### config.mk
export PLATFORM = sky130hd
export DESIGN_NAME = page_replacement_fifo_lru
export DESIGN_NICKNAME = d
export VERILOG_FILES = /design/src/design/prf_pkg.sv /design/src/design/page_replacement_fifo_lru.sv /design/src/design/prf_cell.sv
export SDC_FILE = /design/constraint.sdc
export NUM_CORES = 1
export LEC_CHECK = 0
export ABC_AREA = 1
export BUFFER_PORTS_ARGS = -buffer_cell sky130_fd_sc_hd__buf_4
export CELL_PAD_IN_SITES_DETAIL_PLACEMENT = 1
export CELL_PAD_IN_SITES_GLOBAL_PLACEMENT = 2
export CORE_MARGIN = 5
export CORE_UTILIZATION = 30
export DETAILED_ROUTE_END_ITERATION = 8
export HOLD_SLACK_MARGIN = 0.08
export PLACE_DENSITY_LB_ADDON = 0.1
export SLEW_MARGIN = 10
export SYNTH_ARGS = -nofsm -noshare
export SYNTH_HDL_FRONTEND = slang
export SYNTH_SLANG_ARGS = --single-unit
### constraint.sdc
create_clock -name clk -period 3.7 [get_ports clk]
set_input_delay 0.185 -clock clk [delete_from_list [all_inputs] [get_ports clk]]
set_output_delay 0.185 -clock clk [all_outputs]
set_load 0.05 [all_outputs]
### src/design/prf_pkg.sv
// Shared constants, types and helpers for the page replacement engine.
package prf_pkg;

  localparam int FRAMES    = 8;
  localparam int PAGE_BITS = 8;

  // Frame index and recency rank widths
  localparam int IDX_W  = (FRAMES > 1) ? $clog2(FRAMES) : 1;
  localparam int RANK_W = IDX_W;
  localparam logic [RANK_W-1:0] RANK_MAX = RANK_W'(FRAMES - 1);
  localparam logic [IDX_W-1:0]  IDX_LAST = IDX_W'(FRAMES - 1);

  // Port field widths
  localparam int IN_PAGE_W  = 8;
  localparam int OUT_FRAME_W = 3;
  localparam int OUT_EVPG_W  = 8;
  localparam int FAULT_W     = 16;
  localparam logic [FAULT_W-1:0] FAULT_MAX = '1;

  // Policy codes
  localparam logic POL_FIFO = 1'b0;
  localparam logic POL_LRU  = 1'b1;

  // Sequencer states
  localparam logic ST_IDLE = 1'b0;
  localparam logic ST_LOOK = 1'b1;

  // Broadcast from the controller to every cell
  typedef struct packed {
    logic                 clear;
    logic                 upd;
    logic [PAGE_BITS-1:0] page;
    logic                 old_valid;
    logic [RANK_W-1:0]    old_rank;
  } prf_bcast_t;

  // Contents of one cell
  typedef struct packed {
    logic                 valid;
    logic [RANK_W-1:0]    rank;
    logic [PAGE_BITS-1:0] page;
  } prf_cell_st_t;

  // One-hot to binary index
  function automatic logic [IDX_W-1:0] onehot_to_idx(input logic [FRAMES-1:0] oh);
    logic [IDX_W-1:0] idx;
    idx = '0;
    for (int i = 0; i < FRAMES; i++) begin
      if (oh[i]) idx = idx | IDX_W'(i);
    end
    return idx;
  endfunction

endpackage

### src/design/page_replacement_fifo_lru.sv
// Sequencing: a request is captured into page_r on accept; the search and the cell update
//   happen in the LOOK state after the capture, stalling while a finished result is not taken.
// A new request is not taken until the search is finished; the search ripples through
//   the cell row and the cells update when the result is registered.
// Reset (rst_n low, synchronous): all frames empty, ranks, FIFO pointer, fault count
//   and policy cleared to zero; no pending result.
module page_replacement_fifo_lru
  import prf_pkg::*;
(
  input  logic        clk,
  input  logic        rst_n,
  // config
  input  logic        cfg_we,
  input  logic        cfg_wdata,    // policy
  // request channel
  input  logic        in_tvalid,
  output logic        in_tready,
  input  logic [7:0]  in_tdata,     // [7:0] page
  input  logic        in_tuser,     // [0] restart
  // result channel
  output logic        out_tvalid,
  input  logic        out_tready,
  output logic [31:0] out_tdata     // [0] hit, [3:1] frame, [4] evicted_valid,
                                    // [12:5] evicted_page, [28:13] fault_count, rest 0
);

  logic                 state_r, state_nxt;
  logic                 policy_r;
  logic [PAGE_BITS-1:0] page_r;
  logic [IDX_W-1:0]     ptr_r, ptr_nxt;
  logic [FAULT_W-1:0]   faults_r, faults_nxt;
  logic                 out_valid_r;
  logic [31:0]          out_data_r;

  logic accept, done, clear;

  assign in_tready = (state_r == ST_IDLE);
  assign accept    = in_tvalid && in_tready;
  assign clear     = accept && in_tuser;
  assign done      = (state_r == ST_LOOK) && (!out_valid_r || out_tready);

  // Cell row
  prf_bcast_t          bc;
  logic [FRAMES-1:0]   sel_v, first_match_v, first_empty_v, lru_v;
  logic [FRAMES:0]     mseen, eseen;
  prf_cell_st_t        st_v [FRAMES];

  assign mseen[0] = 1'b0;
  assign eseen[0] = 1'b0;

  for (genvar g = 0; g < FRAMES; g++) begin : g_cell
    prf_cell u_cell (
      .clk           (clk),
      .rst_n         (rst_n),
      .bc            (bc),
      .wr_sel        (sel_v[g]),
      .match_seen_i  (mseen[g]),
      .empty_seen_i  (eseen[g]),
      .match_seen_o  (mseen[g+1]),
      .empty_seen_o  (eseen[g+1]),
      .first_match_o (first_match_v[g]),
      .first_empty_o (first_empty_v[g]),
      .lru_o         (lru_v[g]),
      .st_o          (st_v[g])
    );
  end

  // Victim / hit frame selection
  logic                 hit_w, any_empty;
  logic [FRAMES-1:0]    ptr_dec;
  logic                 sel_valid;
  logic [RANK_W-1:0]    sel_rank;
  logic [PAGE_BITS-1:0] sel_page;
  logic [IDX_W-1:0]     sel_idx;

  assign hit_w     = mseen[FRAMES];
  assign any_empty = eseen[FRAMES];

  always_comb begin
    ptr_dec = '0;
    for (int i = 0; i < FRAMES; i++) begin
      ptr_dec[i] = (ptr_r == IDX_W'(i));
    end
    if (hit_w) begin
      sel_v = first_match_v;
    end else if (policy_r == POL_FIFO) begin
      sel_v = ptr_dec;
    end else if (any_empty) begin
      sel_v = first_empty_v;
    end else begin
      sel_v = lru_v;
    end
  end

  // Read out the selected cell
  always_comb begin
    sel_valid = 1'b0;
    sel_rank  = '0;
    sel_page  = '0;
    for (int i = 0; i < FRAMES; i++) begin
      if (sel_v[i]) begin
        sel_valid = sel_valid | st_v[i].valid;
        sel_rank  = sel_rank  | st_v[i].rank;
        sel_page  = sel_page  | st_v[i].page;
      end
    end
  end

  assign sel_idx = onehot_to_idx(sel_v);

  assign bc = '{clear: clear, upd: done, page: page_r,
                old_valid: sel_valid, old_rank: sel_rank};

  // Pointer, fault counter, sequencer
  always_comb begin
    state_nxt  = state_r;
    ptr_nxt    = ptr_r;
    faults_nxt = faults_r;
    unique case (state_r)
      ST_IDLE: begin
        if (accept) begin
          state_nxt = ST_LOOK;
          if (in_tuser) begin
            ptr_nxt    = '0;
            faults_nxt = '0;
          end
        end
      end
      ST_LOOK: begin
        if (done) begin
          state_nxt = ST_IDLE;
          if (!hit_w) begin
            if (faults_r != FAULT_MAX) faults_nxt = faults_r + FAULT_W'(1);
            if (policy_r == POL_FIFO) begin
              ptr_nxt = (ptr_r == IDX_LAST) ? '0 : ptr_r + IDX_W'(1);
            end
          end
        end
      end
      default: state_nxt = ST_IDLE;
    endcase
  end

  always_ff @(posedge clk) begin
    if (!rst_n) begin
      state_r     <= ST_IDLE;
      policy_r    <= POL_FIFO;
      ptr_r       <= '0;
      faults_r    <= '0;
      out_valid_r <= 1'b0;
    end else begin
      state_r  <= state_nxt;
      ptr_r    <= ptr_nxt;
      faults_r <= faults_nxt;
      if (cfg_we) policy_r <= cfg_wdata;
      if (done) out_valid_r <= 1'b1;
      else if (out_tready) out_valid_r <= 1'b0;
    end
  end

  // Captured request page
  always_ff @(posedge clk) begin
    if (accept) page_r <= PAGE_BITS'(in_tdata);
  end

  // Result register
  logic                  ev_valid;
  logic [OUT_EVPG_W-1:0] ev_page;

  assign ev_valid = !hit_w && sel_valid;
  assign ev_page  = ev_valid ? OUT_EVPG_W'(sel_page) : '0;

  always_ff @(posedge clk) begin
    if (done) begin
      out_data_r <= {3'b000, faults_nxt, ev_page, ev_valid,
                     OUT_FRAME_W'(sel_idx), hit_w};
    end
  end

  assign out_tvalid = out_valid_r;
  assign out_tdata  = out_data_r;

`ifndef SYNTHESIS
  // No request is taken while a search is in flight
  a_no_accept_busy: assert property (@(posedge clk) disable iff (!rst_n)
    (state_r == ST_LOOK) |-> !in_tready)
    else $error("request accepted during search");

  // At most one frame can be the oldest
  a_lru_unique: assert property (@(posedge clk) disable iff (!rst_n)
    $onehot0(lru_v))
    else $error("more than one frame holds the oldest rank");

  // A hit never evicts
  a_hit_no_evict: assert property (@(posedge clk) disable iff (!rst_n)
    (out_tvalid && out_tdata[0]) |-> !out_tdata[4])
    else $error("hit reported with eviction");

  // A hit leaves the fault count alone
  a_hit_faults: assert property (@(posedge clk) disable iff (!rst_n)
    (done && hit_w) |=> (faults_r == $past(faults_r)))
    else $error("fault count changed on hit");
`endif

endmodule

### src/design/prf_cell.sv
// One frame cell: holds page, valid and recency rank; passes search flags down the row.
module prf_cell
  import prf_pkg::*;
(
  input  logic         clk,
  input  logic         rst_n,
  input  prf_bcast_t   bc,
  input  logic         wr_sel,
  input  logic         match_seen_i,
  input  logic         empty_seen_i,
  output logic         match_seen_o,
  output logic         empty_seen_o,
  output logic         first_match_o,
  output logic         first_empty_o,
  output logic         lru_o,
  output prf_cell_st_t st_o
);

  logic                 valid_r, valid_nxt;
  logic [RANK_W-1:0]    rank_r, rank_nxt;
  logic [PAGE_BITS-1:0] page_r, page_nxt;
  logic                 match;

  // Local compare and chain flags
  assign match         = valid_r && (page_r == bc.page);
  assign first_match_o = match && !match_seen_i;
  assign first_empty_o = !valid_r && !empty_seen_i;
  assign match_seen_o  = match_seen_i || match;
  assign empty_seen_o  = empty_seen_i || !valid_r;
  assign lru_o         = valid_r && (rank_r == RANK_MAX);
  assign st_o          = '{valid: valid_r, rank: rank_r, page: page_r};

  // Next state: clear on restart, load on write, age when younger than the touched frame or when it was empty
  always_comb begin
    valid_nxt = valid_r;
    rank_nxt  = rank_r;
    page_nxt  = page_r;
    if (bc.clear) begin
      valid_nxt = 1'b0;
      rank_nxt  = '0;
    end else if (bc.upd) begin
      if (wr_sel) begin
        valid_nxt = 1'b1;
        rank_nxt  = '0;
        page_nxt  = bc.page;
      end else if (valid_r && (!bc.old_valid || (rank_r < bc.old_rank))) begin
        rank_nxt = rank_r + RANK_W'(1);
      end
    end
  end

  always_ff @(posedge clk) begin
    if (!rst_n) begin
      valid_r <= 1'b0;
      rank_r  <= '0;
    end else begin
      valid_r <= valid_nxt;
      rank_r  <= rank_nxt;
    end
  end

  // Page store needs no reset
  always_ff @(posedge clk) begin
    page_r <= page_nxt;
  end

endmodule
After elaboration in Yosys (flattened, before gate mapping):

Index checks and enable logic that the tools add are counted.

* register bits after elaboration: 155
* logic and storage cells: 298
* bits of input ports: 15
* output and inout bits: 34

* magnitude comparators: 8
* $add $sub $neg: 10
* bitwise operators: 24
* eq/ne operators: 29
* multiplexer cells: 65
* reductions and logical operators: 127

Operators by type and width (number)
* 3-bit 2-to-1 mux: 30
* 8-bit 2-to-1 mux: 11
* 16-bit 2-to-1 mux: 5
* 8-bit == test: 8
* 8-bit OR: 7
* 1-bit logical AND: 42
* 3-bit == test, second input constant: 12
* 16-bit one-hot mux with 2 select lines: 1
* 2-bit AND reduction: 16
* 3-bit by 1-bit adder with 3-bit output, second input constant: 9
* 1-bit zero test: 24
* 3-bit less-than comparator: 8
* 3-bit AND reduction: 8
* 1-bit logical OR: 23
* 3-bit OR: 7
* 2-bit nonzero test: 9
* 16-bit by 1-bit adder with 16-bit output, second input constant: 1
* 16-bit != test, second input constant: 1
* 1-bit 2-to-1 mux: 14
* 1-bit OR: 7
* 3-bit by 2-bit == test with 1-bit output, second input constant: 2
* 2-bit by 1-bit != test with 1-bit output, second input constant: 3
* 3-bit one-hot mux with 2 select lines: 1
* 5-bit AND reduction: 1
* other kinds (8): 13

Longest topological paths before layout:

Gate-level depths: netlist of the first run.

* depth after elaboration: 32
* gate-level depth with buffers: 29
* depth with buffers taken out: 27

Cells and area by module:

Synthesis of the first run repeated with hierarchy kept, for this count alone.

* cells, all modules: 1104
* area, all modules: 8983.6 µm²

Modules (own cells, without submodules)
* page_replacement_fifo_lru: times used 1, cells each 510, area an instance 3799.9 µm², seq. area each 1551.5 µm²
* prf_cell at g_cell[3].u_cell ...: times used 5, cells each 75, area an instance 649.4 µm², seq. area each 320.3 µm²
* prf_cell at g_cell[0].u_cell ...: times used 3, cells each 73, area an instance 645.6 µm², seq. area each 320.3 µm²

Worst setup path before layout of the first run:

OpenSTA, ideal clock, no wires.

* kind: register to register
* start: register page_r[2]
* end: register g_cell[1].u_cell.rank_r[0]
* period minus slack after synthesis: 3.803 ns
* library setup time: 0.115 ns
* slack: -0.103 ns
* required time: 3.585 ns
* cell stages (with the launch flop): 23
* buffers on the path: 2
* arrival time: 3.688 ns
* cell sequence: edfxtp_1 buf_6 xor2_1 or3b_4 nor2_8 inv_4 nand3_4 buf_12 nand2_4 nand2_4 clkinv_1 a22oi_1 nand4_1 a211oi_1 ha_1 nand2_1 inv_1 nand2_1 nand2_1 nand2_4 nand2_2 a21oi_1 nor2_1

* word-level cells in the longest chain between the ends: 30
* elaborated cells on any way between the ends: 75
* those cells by class: order compare (1); eq/ne (8); mux (18); bitwise (14); reduce/logical (34)

RTL lines
* start, declared: RTL line page_replacement_fifo_lru.sv:29 `logic [PAGE_BITS-1:0] page_r;`
* start signal, assigned: RTL line page_replacement_fifo_lru.sv:163 `if (accept) page_r <= PAGE_BITS'(in_tdata);`
* 8-bit == test: RTL line prf_cell.sv:25 `assign match = valid_r && (page_r == bc.page);`
* 1-bit logical AND: RTL line prf_cell.sv:25
* 1-bit logical OR (6 in series): RTL line prf_cell.sv:28 `assign match_seen_o = match_seen_i || match;`
* 1-bit logical OR (*): RTL line prf_cell.sv:28
* named net g_cell[7].u_cell.match_seen_o: RTL line prf_cell.sv:11 `output logic match_seen_o,`
* 8-bit 2-to-1 mux (*): RTL line page_replacement_fifo_lru.sv:84 `if (hit_w) begin`
* 3-bit 2-to-1 mux / 1-bit 2-to-1 mux (equally long branches): RTL line page_replacement_fifo_lru.sv:101 `if (sel_v[i]) begin`
* 3-bit OR / 1-bit OR (equally long branches): RTL line page_replacement_fifo_lru.sv:103, page_replacement_fifo_lru.sv:102
* (+10 left out)
* 3-bit 2-to-1 mux / 1-bit 2-to-1 mux (equally long branches): RTL line page_replacement_fifo_lru.sv:101
* 3-bit OR / 1-bit OR (equally long branches): RTL line page_replacement_fifo_lru.sv:103, page_replacement_fifo_lru.sv:102
* 3-bit 2-to-1 mux / 1-bit 2-to-1 mux (equally long branches): RTL line page_replacement_fifo_lru.sv:101
* 3-bit less-than comparator / 1-bit zero test (equally long branches): RTL line prf_cell.sv:46 `end else if (valid_r && (!bc.old_valid || (rank_r < bc.old_rank))) begin`
* 1-bit logical OR: RTL line prf_cell.sv:46
* 1-bit logical AND: RTL line prf_cell.sv:46
* 2-bit nonzero test (no line)
* 2-bit AND reduction (no line)
* end signal, assigned: RTL line prf_cell.sv:58 `rank_r <= rank_nxt;`
* end, declared: RTL line prf_cell.sv:20 `logic [RANK_W-1:0] rank_r, rank_nxt;`

The timed path passes the listed nets; every way through them passes the cells marked *.
A chain may end at the register's enable or synchronous reset.

Worst setup path after layout of the first run:

* start: register page_r[5]
* end: register g_cell[2].u_cell.rank_r[0]

* word-level cells in the longest chain between the ends: 30
* elaborated cells on any way between the ends: 75
* those cells by class: order compare (1); eq/ne (8); mux (18); bitwise (14); reduce/logical (34)

RTL lines (RTL line)
* 8-bit == test: prf_cell.sv:25
* 1-bit logical AND: prf_cell.sv:25
* 1-bit logical OR (7 in series): prf_cell.sv:28
* 8-bit 2-to-1 mux (*): page_replacement_fifo_lru.sv:84
* 3-bit 2-to-1 mux / 1-bit 2-to-1 mux (equally long branches): page_replacement_fifo_lru.sv:101
* 3-bit OR / 1-bit OR (equally long branches): page_replacement_fifo_lru.sv:103, page_replacement_fifo_lru.sv:102
* 3-bit 2-to-1 mux / 1-bit 2-to-1 mux (equally long branches): page_replacement_fifo_lru.sv:101
* 3-bit OR / 1-bit OR (equally long branches): page_replacement_fifo_lru.sv:103, page_replacement_fifo_lru.sv:102
* (+8 left out)
* 3-bit 2-to-1 mux / 1-bit 2-to-1 mux (equally long branches): page_replacement_fifo_lru.sv:101
* 3-bit OR / 1-bit OR (equally long branches): page_replacement_fifo_lru.sv:103, page_replacement_fifo_lru.sv:102
* 3-bit 2-to-1 mux / 1-bit 2-to-1 mux (equally long branches): page_replacement_fifo_lru.sv:101
* 3-bit less-than comparator / 1-bit zero test (equally long branches): prf_cell.sv:46
* 1-bit logical OR: prf_cell.sv:46
* 1-bit logical AND: prf_cell.sv:46
* 2-bit nonzero test (no line)
* 2-bit AND reduction (no line)
* end signal, assigned: prf_cell.sv:58
* end, declared: prf_cell.sv:20

Mark *: on every way between the ends. The rest lies on a longest branch, timed or not.

==> results of run 1 <==
sequential cells by signal, summed over array words and instances (netlist names):
signal                 count
faults_r                  16
policy_r                   1
g_cell.u_cell.rank_r      24
out_tvalid                 1
state_r                    1
ptr_r                      3
g_cell.u_cell.page_r      64
g_cell.u_cell.valid_r      8
out_tdata                 29
page_r                     8
cell families after synthesis:
kind of cell             count (synthesis)
other                                    1
multiplexers                             1
XOR/XNOR                                24
buffers and inverters                  154
adder cells (fa/ha/maj)                 39
flip-flops                             155
AO/OA/AOI/OAI                          162
AND/OR/NAND/NOR                        438
routing by layer:
metal | vias up | routed length (µm) | track usage
met5 | - | 0 | 0
met4 | 0 | 316 | 0.0342
met3 | 21 | 872 | 0.0255
met2 | 115 | 14400 | 0.303
met1 | 3671 | 15000 | 0.260
li1 | 3616 | - | -
cell type report:
type                            count  area (µm²)  area share
Clock inverter                     15         209      0.0188
Clock buffer                       17         425      0.0382
Sequential cell                   155        4110       0.370
Multi-Input combinational cell    667        4300       0.387
Timing Repair Buffer              136        1090      0.0978
Tap cell                          384         480      0.0432
Inverter                          132         505      0.0454
power by group through the flow:
stage / logic, mW / registers, mW / clock network, mW
2_1_floorplan: 0.313 / 2.06 / 0
3_3_place_gp: 0.647 / 1.99 / 0
3_5_place_dp: 0.647 / 1.99 / 0
4_1_cts: 0.661 / 1.95 / 1.96
5_1_grt: 0.741 / 1.96 / 2.03
6_report: 0.690 / 1.95 / 1.91
worst max-delay path: cells and delay by family (launching register included):
kind,cells,cell delay [ps]
and+or+nand+nor,12,1380
AOI/OAI and AO/OA,4,680
buffers and inverters,5,670
DFF,1,530
adders and majority gates,1,230
per-stage QoR:
step	setup WS, ps	power [mW]	hold slack, ps
after detailed placement	2.86	2.63	367
after floorplan	143	2.37	284
after CTS	4.85	4.57	356
after global routing	-123	4.73	432
after global placement	47.9	2.63	366
final	121	4.55	362
final timing paths:
| kind | startpoint | endpoint | slack [ps] | cells past startpoint |
|---|---|---|---|---|
| min | in_tuser | faults_r[8] | 360 | 6 |
| max | page_r[5] | g_cell[2].u_cell.rank_r[0] | 120 | 22 |
| max reg2reg | page_r[5] | g_cell[2].u_cell.rank_r[0] | 120 | 22 |
| min reg2reg | out_tvalid | out_tvalid | 520 | 2 |
timing repair:
item,CTS,global route
cloned,0,1
gates resized for setup,1,84
hold endpoints to repair,14,0
hold buffers,13,0
pin swaps,1,40
setup buffers,1,19
endpoints found under the setup margin,2,24
cell usage in the layout, fill, tap and decap left out, types with 22 or more instances in the layout:
cell / n
a21oi_1: 61
buf_4: 113
dfxtp_1: 54
edfxtp_1: 101
ha_1: 38
inv_1: 114
nand2_1: 167
nand2_2: 26
nand2_4: 25
nand3_1: 38
nand3_2: 25
nand4_1: 34
nor2_1: 68
o21ai_0: 22
==> reports/qor.txt, run 1 <==
PD cells: 409 mW/mm²
non-filler cells, final: 1506
# DRC: 0
Yosys cell types: 62
GRT Util Overall: 0.184
Setup CP Type: flop to flop
leak pwr: 4.44 nW
final WL: 30600 µm
RD Place Congestion: 0.837
min Tclk post-route: 3580 ps
most frequent CP cell: buf_4
Floorplan Core Area: 0.0288 mm²
fin util: 0.387
TritonRoute pass-1 iters: 5
CP max stage delay: 530 ps
post-route cell area: 0.0111 mm²
Port Buf Inserts: 45
sequential share of the synthesized area: 0.469
H-Tree Depth: 4
fin nets: 1163
Req. time, crit path: 4030 ps
Post-Place Cells: 1440
top_reg_cell synth: edfxtp_1
drt wl/cell: 20.3 µm
final worst path period share: 0.967
slew margin rel.: 0.510
layout overhead on the synthesized area: 26.8%
main combinational cell family by area after synthesis: simple AND/OR/NAND/NOR gates
Critical Path AT: 3910 ps
logic gate share of total power: 0.152
first-pass GRT wire length: 46600 µm
Slew @ Worst Pin: 731 ps
Synth warnings: 0
DR iter-0 viols: 487
die footprint: 0.0328 mm²
Hold Vio Cnt, Final: 0
adder-cell area share of the yosys netlist: 0.0556
type of destination of the critical path: flop
type of origin of the critical path: flop
clk_skew: 24.8 ps
post-DR vias/cell: 4.93
grt ovf: 0
final setup vio count: 0
top post-synthesis cells by count: nand2_1, inv_1, edfxtp_1
pin count of the biggest net entering global routing: 35
Compound-Gate Fraction of Synth Area: 0.117
top cell type by total area after synthesis: edfxtp_1
Post-synth EDFFs: 101
post-synthesis mux area share: 0.00114
Clock Latency Late Sink: 450 ps
Die X-Extent: 181 µm
Fillers: 3307
num rows: 62
Reg clk slew, reported paths: 90 ps
setup TNS: 0 ps
antenna-violating nets left: 0
DR vias: 7423
Starting Density: 0.305
Post-DP Area: 0.00988 mm²
HP Class: input port to flop
Synth Cell Area: 0.00877 mm²
flops & latches, synth: 155
Max FO, Critical Path: 11
Post-Synth Simple-Gate Area: 0.257
antenna cells: 0
CP max-delay cell: edfxtp_1
initial antenna violation count: 0
clk sinks: 155
maximum VDD drop: 0.263 mV
Switching Share: 0.325
ranking of synthesized cells by area: edfxtp_1, dfxtp_1, nand2_1, ha_1, inv_1
Num CTS Buffers: 17
Slew Viols, Final: 0
root buf cell: clkbuf_16
Post-Synth XOR/XNOR Area: 0.0240
crit-path cells: inv_2, buf_4, o22ai_1, nor2_1, nand4_1, nor2_4, nor2_8, buf_4, and2_4, a22oi_2, nand4_1, a211oi_2, buf_4, ha_1, nand2_1, inv_1, nand2_1, nand2_2, nand2_4, nand2_2, a21oi_2, nor2_1
P_sw: 1.48 mW
Flop pwr share: 0.429
vias in the first global route: 7672
DIE HEIGHT: 181 µm
Synth async-reset ratio: 0
status: finished, final reports clean
clock buffer depth: 2
share of the synthesized area in the top cell type: 0.346
CTS tree: done
maxcap violations: 0
layout cells sized above 1: 0.266
Ports: 49
Pint: 3.07 mW
count leader, synth: nand2_1
max frequency: 279 MHz
dpl hpwl: 23000 µm
RSZ-0062 raised after global routing: yes
cell count after synthesis: 974
Avg Cell Area, Syn: 9.01 µm²
clock power share: 0.419
Power figures use the tool's default switching activity.
==> inputs of run 2 (changes only) <==
--- a/config.mk
+++ b/config.mk
@@ -14,6 +14,7 @@
 export DETAILED_ROUTE_END_ITERATION = 8
 export HOLD_SLACK_MARGIN = 0.08
 export PLACE_DENSITY_LB_ADDON = 0.1
+export REMOVE_ABC_BUFFERS = 1
 export SLEW_MARGIN = 10
 export SYNTH_ARGS = -nofsm -noshare
 export SYNTH_HDL_FRONTEND = slang
==> run 2 against run 1 <==
Design area rose by 1.7%. Maximum frequency fell by 2.4%. Hold slack lost 33 ps. Power up 0.29%. Wire length is 0.65% higher. Worst setup slack worse by 87 ps. Global-route usage rose by 0.33 points. Die area stayed put. Sequential power hardly changed.
==> reports/qor.txt, run 2 (synthesized netlist as in run 1, its figures left out) <==
HP Class: input port to flop
Fillers: 3291
fin util: 0.393
most frequent cells in the layout: nand2_1, buf_4, inv_1
final worst path period share: 0.991
non-filler cells, final: 1520
# DRC: 0
RD Place Congestion: 0.815
worst reg2reg path depth: 25
top routing layer in use: met4
Req. time, crit path: 4010 ps
min Tclk post-route: 3670 ps
Starting Density: 0.305
H-Tree Depth: 4
num rows: 62
final WL: 30800 µm
Top reg by flops: g_cell.u_cell.page_r
layout cells sized above 1: 0.274
Setup CP Type: flop to flop
clock buffer depth: 2
type of origin of the critical path: flop
CTS tree: done
met3 WL: 881 µm
antenna cells: 0
wire length on met2: 14300 µm
Largest register FFs: 64
status: finished, final reports clean
drt wl/cell: 20.3 µm
maximum VDD drop: 0.276 mV
Clock Latency Late Sink: 450 ps
fin nets: 1177
root buf cell: clkbuf_16
Floorplan Core Area: 0.0288 mm²
GRT Util Overall: 0.187
Critical Path AT: 3970 ps
Num CTS Buffers: 17
antenna-violating nets left: 0
grt ovf: 0
slew margin rel.: 0.545
DR vias: 7514
vias in the first global route: 7782
PD cells: 403 mW/mm²
Slew @ Worst Pin: 678 ps
type of destination of the critical path: flop
wire length on met1: 15500 µm
reg-to-reg setup timing slack: 30 ps
die footprint: 0.0328 mm²
most common cell after layout, fill and taps aside: nand2_1
TritonRoute pass-1 iters: 5
Port Buf Inserts: 45
RR Endpoint: g_cell[6].u_cell.rank_r[0]
worst r2r src: page_r[3]
initial antenna violation count: 0
DR iter-0 viols: 417
Reg clk slew, reported paths: 80 ps
pin count of the biggest net entering global routing: 35
Hold Vio Cnt, Final: 0
max frequency: 273 MHz
final setup vio count: 0
clk_skew: 23.8 ps
Die X-Extent: 181 µm
RSZ-0062 raised after global routing: yes
Max FO, Critical Path: 7
Crit. Startpoint: page_r[3]
post-DR vias/cell: 4.94
maxcap violations: 0
layout overhead on the synthesized area: 28.9%
setup TNS: 0 ps
Ports: 49
leak pwr: 4.53 nW
clk sinks: 155
CP endpoint: g_cell[6].u_cell.rank_r[0]
Slew Viols, Final: 0
dpl hpwl: 23500 µm
first-pass GRT wire length: 47300 µm
Post-Place Cells: 1460
DIE HEIGHT: 181 µm
[run 2: cell count changes in the layout (fill, tap and decap cells not counted), moves of 3 or more]
cell | before | now
ha_1 | 38 | 33
nand3_2 | 25 | 19
inv_2 | 12 | 9
buf_4 | 113 | 124
ha_4 | 1 | 6
buf_6 | 8 | 11
nor2_1 | 68 | 74
nand3_1 | 38 | 44
nor2_2 | 10 | 4
[run 2: worst min path at each step]
stage | from | end | slack [ps] | cells past startpoint
after floorplan | in_tdata[0] | page_r[0] | 280 | 0
after global placement | in_tdata[3] | page_r[3] | 360 | 1
after detailed placement | in_tdata[4] | page_r[4] | 360 | 1
after CTS | in_tuser | faults_r[8] | 330 | 6
after global routing | in_tuser | faults_r[8] | 410 | 6
final | in_tuser | faults_r[8] | 330 | 6
[run 2: report_power, final]
| group | total (mW) | switching, mW | internal (mW) | leakage (nW) |
|---|---|---|---|---|
| Clock | 1.89 | 0.954 | 0.939 | 0.304 |
| Combinational | 0.716 | 0.479 | 0.237 | 2.86 |
| Sequential | 1.95 | 0.0416 | 1.91 | 1.37 |
| Total | 4.56 | 1.47 | 3.08 | 4.53 |
[run 2: area by class of cell]
class	instances	area, µm²	share of cell area
clock inverters	15	214	0.0189
repair buffers	150	1220	0.108
multi-input cells	667	4330	0.383
flip-flops and latches	155	4110	0.364
well taps	384	480	0.0425
inverters	132	522	0.0461
clock buffers	17	425	0.0376
[run 2: worst max-delay path, stage by stage (launching register included)]
cell      delay, ps
edfxtp_1        380
buf_6           160
buf_6           120
buf_4           130
xor2_1          150
or3b_4          420
nor2_8          170
inv_6            80
nand3_4         120
buf_4           150
nand2_4          50
nand2_4          60
inv_1            80
nand2_1          80
nand4_1         110
a211oi_2        270
buf_4           210
ha_1            230
nand2_1          60
inv_1            40
nand2_1          70
nand2_2          60
nand2_4          90
nand2_2          60
nand3_1          80
a21oi_1          60
[run 2: metal layers]
metal,global-route usage,up-vias
met5,0,-
met2,0.302,114
met4,0.0324,0
li1,-,3653
met3,0.0243,15
met1,0.273,3732
[run 2: metrics by stage]
step	setup WS [ps]	instance area (µm²)	power, mW	hold slack [ps]
2_1_floorplan	-123	8620	2.35	284
3_3_place_gp	32.7	10000	2.66	363
3_5_place_dp	-13.9	10000	2.66	364
6_report	34.4	11300	4.56	329
4_1_cts	26.9	10800	4.59	331
5_1_grt	-159	11300	4.73	406
[run 2: what timing repair did]
| action | CTS | global route |
|---|---|---|
| pin swaps | 0 | 38 |
| hold buffers | 13 | 0 |
| gates resized for setup | 2 | 90 |
| hold endpoints to repair | 14 | 0 |
| buffers inserted | 0 | 15 |
| setup endpoints to repair | 24 | 31 |
==> inputs of run 3 (changes only) <==
--- a/config.mk
+++ b/config.mk
@@ -14,6 +14,7 @@
 export DETAILED_ROUTE_END_ITERATION = 8
 export HOLD_SLACK_MARGIN = 0.08
 export PLACE_DENSITY_LB_ADDON = 0.1
+export RECOVER_POWER = 50
 export REMOVE_ABC_BUFFERS = 1
 export SLEW_MARGIN = 10
 export SYNTH_ARGS = -nofsm -noshare
==> run 3 against run 2 <==
Clock skew is essentially flat. Sequential power is essentially flat. Wire length is essentially flat. Worst setup slack gained 1.1 ps. Combinational power is essentially flat. Power is essentially flat. Design area is the same. Register-to-register slack is essentially flat. Cell count is the same. Flip-flop and latch count is the same. Critical path depth is the same. Non-clock buffer count is the same. Critical path type unchanged.
==> reports/qor.txt, run 3 (synthesized netlist as in run 1, its figures left out) <==
status: finished, final reports clean
Fillers: 3291
Largest register FFs: 64
maximum VDD drop: 0.276 mV
DR vias: 7481
final setup vio count: 0
fin util: 0.393
Floorplan Core Area: 0.0288 mm²
Starting Density: 0.305
RD Place Congestion: 0.815
Post-DP Area: 0.0100 mm²
fin nets: 1177
Num CTS Buffers: 17
PD cells: 403 mW/mm²
CP max-delay cell: or3b_4
drt wl/cell: 20.3 µm
Clock Latency Late Sink: 450 ps
Hold Path Cell Cnt: 6
Hold Vio Cnt, Final: 0
Critical Path AT: 3970 ps
Setup CP Type: flop to flop
num rows: 62
final worst path period share: 0.990
min Tclk post-route: 3660 ps
Worst Slack Setup Final: 35.5 ps
DR iter-0 viols: 417
most common cell after layout, fill and taps aside: nand2_1
layout cells sized above 1: 0.274
max frequency: 273 MHz
Ports: 49
final WL: 30800 µm
dpl hpwl: 23500 µm
root buf cell: clkbuf_16
CP max stage delay: 420 ps
post-route cell area: 0.0113 mm²
Top reg by flops: g_cell.u_cell.page_r
total power: 4.56 mW
layout overhead on the synthesized area: 28.9%
Max FO, Critical Path: 7
GRT Util Overall: 0.187
Req. time, crit path: 4010 ps
die footprint: 0.0328 mm²
TritonRoute pass-1 iters: 5
grt met1 use: 0.273
first-pass GRT wire length: 47300 µm
vias in the first global route: 7782
DIE HEIGHT: 181 µm
worst reg2reg path depth: 25
clk sinks: 155
post-DR vias/cell: 4.92
initial antenna violation count: 0
leak pwr: 4.52 nW
Port Buf Inserts: 45
Reg clk slew, reported paths: 80 ps
Die X-Extent: 181 µm
Slew @ Worst Pin: 679 ps
# DRC: 0
clk_skew: 23.5 ps
HP Class: input port to flop
slew margin rel.: 0.545
Buf+Inv Stages, Crit Path: 8
maxcap violations: 0
clock buffer depth: 2
H-Tree Depth: 4
CTS tree: done
met2 Usage GRT: 0.302
antenna-violating nets left: 0
type of destination of the critical path: flop
antenna cells: 0
type of origin of the critical path: flop
Largest delay share family, worst path: simple AND/OR/NAND/NOR gates
hold slack: 325 ps
pin count of the biggest net entering global routing: 35
most frequent cells in the layout: nand2_1, buf_4, inv_1
dpl ws: -13.9 ps
Slew Viols, Final: 0
RSZ-0062 raised after global routing: yes
met3 Use GR: 0.0243
grt ovf: 0
WP depth: 25
GR peak layer: met2
run 3: layout make-up:
| class | count | area, µm² | area share |
|---|---|---|---|
| inverters | 132 | 522 | 0.0461 |
| well taps | 384 | 480 | 0.0425 |
| flip-flops and latches | 155 | 4110 | 0.364 |
| multi-input cells | 667 | 4330 | 0.383 |
| clock buffers | 17 | 425 | 0.0376 |
| clock inverters | 15 | 214 | 0.0189 |
| repair buffers | 150 | 1220 | 0.108 |
run 3: final timing paths:
kind                                     end  slack (ps)          from
setup / recovery  g_cell[6].u_cell.rank_r[0]          40     page_r[3]
hold / removal                   faults_r[8]         320      in_tuser
hold reg to reg                 faults_r[15]         530  faults_r[15]
setup reg to reg  g_cell[6].u_cell.rank_r[0]          40     page_r[3]
run 3: stage by stage:
step           TNS (ps)  std cells
2_1_floorplan     -2620        954
4_1_cts               0       1505
3_3_place_gp          0       1460
6_report              0       1520
3_5_place_dp      -32.6       1460
5_1_grt           -2430       1520
run 3: per-layer routing:
metal,vias to the layer above,wire length (µm)
met5,-,0
met4,0,216
met3,16,841
met2,120,14200
met1,3692,15600
li1,3653,-
run 3: repair_timing:
item,CTS,global route
hold buffers,13,0
setup endpoints to repair,24,31
hold endpoints to repair,14,0
resized for setup,2,90
pin swaps,0,38
buffers inserted,0,15
run 3: power breakdown:
group	switching (mW)	internal, mW	total, mW
combinational	0.479	0.236	0.715
clock	0.957	0.940	1.90
sequential	0.0414	1.91	1.95
total	1.48	3.08	4.56
run 3: tightest hold or removal path, stage by stage:
cell	delay, ps
buf_4	80
inv_1	40
nor2_1	170
o22ai_1	100
nand2_1	90
nor2_1	40
